==> config.mk <==
export PLATFORM = sky130hd
export DESIGN_NAME = bdq_ctrl
export DESIGN_NICKNAME = d
export VERILOG_FILES = /design/src/hw/rtl/bdq_pkg.sv /design/src/hw/rtl/bdq_ctrl.sv
export SDC_FILE = /design/constraint.sdc
export NUM_CORES = 1
export LEC_CHECK = 0
export BUFFER_PORTS_ARGS = -buffer_cell sky130_fd_sc_hd__buf_4
export CAP_MARGIN = 20
export CORE_AREA = 4 4 41 43
export DETAILED_ROUTE_END_ITERATION = 8
export DIE_AREA = 0 0 45 47
export PLACE_DENSITY = 0.44
export SYNTH_ARGS = -nofsm -noshare
export SYNTH_HDL_FRONTEND = slang
export SYNTH_SLANG_ARGS = --single-unit
export TNS_END_PERCENT = 5
==> constraint.sdc <==
create_clock -name clk_i -period 4.1 [get_ports clk_i]
set_clock_uncertainty 0.15 [all_clocks]
set_input_delay 0.615 -clock clk_i [delete_from_list [all_inputs] [get_ports clk_i]]
set_output_delay 0.615 -clock clk_i [all_outputs]
set_load 0.02 [all_outputs]
==> src/hw/rtl/bdq_pkg.sv <==
`timescale 1ns / 1ps

package bdq_pkg;

  localparam int DEPTH_DEF = 1024;
  localparam int DATA_W    = 32;
  localparam int OP_W      = 3;
  localparam int CAP_W     = 11;

  localparam logic [CAP_W-1:0] CAP_RESET = 11'd1024;

  typedef enum logic [OP_W-1:0] {
    OP_PUSH_FRONT = 3'd0,
    OP_PUSH_REAR  = 3'd1,
    OP_POP_FRONT  = 3'd2,
    OP_POP_REAR   = 3'd3,
    OP_PEEK       = 3'd4
  } op_e;

  typedef enum logic [1:0] {
    ST_IDLE,
    ST_EXEC,
    ST_READ,
    ST_LOAD
  } state_e;

  // controller to datapath
  typedef struct packed {
    logic take_in;
    logic exec;
    logic rd;
    logic load;
  } cmd_t;

endpackage

==> src/hw/rtl/bdq_ctrl.sv <==
`timescale 1ns / 1ps

module bdq_ctrl (
  input  logic          clk_i,
  input  logic          rst_ni,
  input  logic          in_valid_i,
  output logic          in_ready_o,
  output logic          out_valid_o,
  input  logic          out_ready_i,
  output bdq_pkg::cmd_t cmd_o
);

  bdq_pkg::state_e state_q, state_d;
  logic            out_valid_q, out_valid_d;

  always_ff @(posedge clk_i or negedge rst_ni) begin
    if (!rst_ni) begin
      state_q     <= bdq_pkg::ST_IDLE;
      out_valid_q <= 1'b0;
    end else begin
      state_q     <= state_d;
      out_valid_q <= out_valid_d;
    end
  end

  always_comb begin
    state_d     = state_q;
    cmd_o       = '0;
    in_ready_o  = 1'b0;
    out_valid_d = out_valid_q & ~out_ready_i;
    unique case (state_q)
      bdq_pkg::ST_IDLE: begin
        in_ready_o = 1'b1;
        if (in_valid_i) begin
          cmd_o.take_in = 1'b1;
          state_d       = bdq_pkg::ST_EXEC;
        end
      end
      bdq_pkg::ST_EXEC: begin
        cmd_o.exec = 1'b1;
        state_d    = bdq_pkg::ST_READ;
      end
      bdq_pkg::ST_READ: begin
        cmd_o.rd = 1'b1;
        state_d  = bdq_pkg::ST_LOAD;
      end
      bdq_pkg::ST_LOAD: begin
        // wait here while the previous result is still stalled
        if (!out_valid_q || out_ready_i) begin
          cmd_o.load  = 1'b1;
          out_valid_d = 1'b1;
          state_d     = bdq_pkg::ST_IDLE;
        end
      end
      default: begin
        state_d = bdq_pkg::ST_IDLE;
      end
    endcase
  end

  assign out_valid_o = out_valid_q;

endmodule

==> qor.csv <==
metric,value,unit
final hold violations,0,
hold path startpoint,out_valid_o$_DFF_PN0_,
total setup buffers inserted after CTS,0,
Slew Limit Fails,0,
Residual DRC,0,
Crit. End Element,primary output,
"critical path, cell by cell","inv_1, ha_1, and2_1, buf_4",
Die X,45,um
number of port buffers,9,
Inserted Clock Buffers,3,
Tot Pwr,277,uW
cts repair resizes,0,
Crit Path Class,reg -> out,
Mapped Nets,26,
DR iter-0 viols,0,
initial antenna violation count,0,
Layout Cells excl Fill,47,
Setup WS pre-CTS,2.15,ns
I/O pins,10,
Via Count,176,
H-tree depth,1,
Critical Path AT,1.26,ns
CP startpoint,state_q[0]$_DFFE_PN0P_,
RSZ-0062 raised after global routing,false,
final non-filler cell area,328,sq um
CP required,3.34,ns
Vias/cell,3.74,
antenna cell count,0,
Fillers,152,
Wirelength per Cell,10.0,um
Core ar.,1300,sq um
placed insts,42,
pin count of the biggest net entering global routing,5,
Total Nets Final,41,
Initial Util,15.8,%
post-route ant nets,0,
full die area,2120,sq um
clock root buffer,clkbuf_4,
# setup viols final,0,
Yosys warning count,0,
CP max FO,4,
TritonCTS clock tree,done,
slew margin rel.,90.1,%
Post-Synthesis Cell Area,205,sq um
gr usage total,6.57,%
"CP delay by family, top",flip-flops,
# rows,13,
"Seq/Total Area, Yosys",36.6,%
global placer's final weighted congestion,0.644,
clk buf depth,2,
Multi-input gate area,119,sq um
post-synthesis average cell area,11.4,sq um
area grow syn2layout,59.8,%
Final WS setup,2.07,ns
CP peak stage delay,0.39,ns
Placement Cell Area,292,sq um
Achievable Freq,493,MHz
drt first pass iters,1,
Worst Tran Pin Value,0.149,ns
slowest CP cell,dfrtp_1,
Hold Crit Class,reg -> reg,
setup TNS,0,ns
die height,47,um
Unique masters post-synth,9,
max_cap viols,0,
Lkg Pwr,0.180,nW
global route total overflow,0,
final WL,470,um
Sink Count,3,
"commonest non-fill, non-tap cell in the layout",buf_4,
most frequent cells in the layout,"9 x buf_4, 4 x ha_1, 3 x inv_1, 3 x clkbuf_4, 3 x dfrtp_1",
Worst VDD drop,0.381,mV
HPWL Detailed,357,um
synthesized instance count,18,
period utilization,49.5,%
Pwr Density,846,nW/um^2
Sequential Area,75.1,sq um
Worst R2R Start,state_q[0]$_DFFE_PN0P_,
number of global-route vias before repair,187,
Buf/Inv on CP,2,
first-pass GRT wire length,821,um
share of cells above drive strength 1,46.9,%
outcome,completed,
"flops & latches, synth",3,
post-layout min period,2.03,ns
Clock Latency Late Sink,0.23,ns
crit path launch type,flip-flop,
Worst-path clk slew,0.04,ns
## through the flow
stage	hold WS, ns	util [%]
3_5_place_dp	0.257	22.4
4_1_cts	0.00412	24.4
3_3_place_gp	0.255	22.4
2_1_floorplan	0.169	-
5_1_grt	0.449	25.2
6_report	0.404	25.2
## cell usage after synthesis, drive strengths merged
library cell  n  area share [%]
o32a          1             5.5
a21oi         1             4.3
and2          2             6.1
and3b         1             4.3
ha            4              24
mux2          1             7.3
dfrtp         3              37
inv           3             5.5
nand2b        2             6.1
## cells by family (layout without fill, tap and decap cells)
logic type / count (synthesis) / in the layout / synth area share [%]
mux: 1 / 1 / 7.31
flops: 3 / 3 / 36.6
buf+inv: 3 / 17 / 5.49
compound gates: 2 / 2 / 9.76
simple gates: 5 / 5 / 16.5
fa+ha+maj: 4 / 4 / 24.4
## worst register-to-register path: stages, from the launching register on
cell and delay (ns):
dfrtp_1 0.41, ha_1 0.23, and3b_1 0.19, a21oi_2 0.15
mux2_4 0.31
## flip-flops by register name, summed over array words and instances (netlist names)
name / flops
out_valid_o: 1
state_q: 2
## timing repair
action                     CTS  global route
hold endpoints to repair     0             2
hold buffers                 0             1
setup endpoints to repair    0             0
## per-layer routing
metal	GRT usage (%)	wire length (um)	vias up	share of wire (%)
met5	0	0	-	0
met4	5.26	9	0	1.9
met3	7.66	87	2	19
met2	8.19	170	12	36
met1	5.72	201	77	43
li1	-	-	85	-
## worst paths after layout
path | endpoint | slack (ns) | cells past startpoint
max in group asynchronous | out_valid_o$_DFF_PN0_ | 3.15 | 2
worst max register to register | state_q[1]$_DFFE_PN0P_ | 2.55 | 4
worst min-delay path | out_valid_o$_DFF_PN0_ | 0.40 | 2
min in group asynchronous | state_q[1]$_DFFE_PN0P_ | 0.56 | 2
worst min register to register | out_valid_o$_DFF_PN0_ | 0.40 | 2
worst max-delay path | cmd_o[3] | 2.07 | 4
## area by class of cell
type | count | share of cell area, %
sequential | 3 | 22.9
inverter | 3 | 3.44
clock buffer | 4 | 8.02
tap | 15 | 5.73
multi-input combinational | 12 | 36.3
timing repair buffer | 10 | 23.7
## report_power, final
group	internal, mW	switching, mW
combinational	0.0828	0.0802
clock	0.0365	0.0159
sequential	0.0459	0.0159
total	0.165	0.112
No activity file was read; power rests on OpenSTA's default activity.
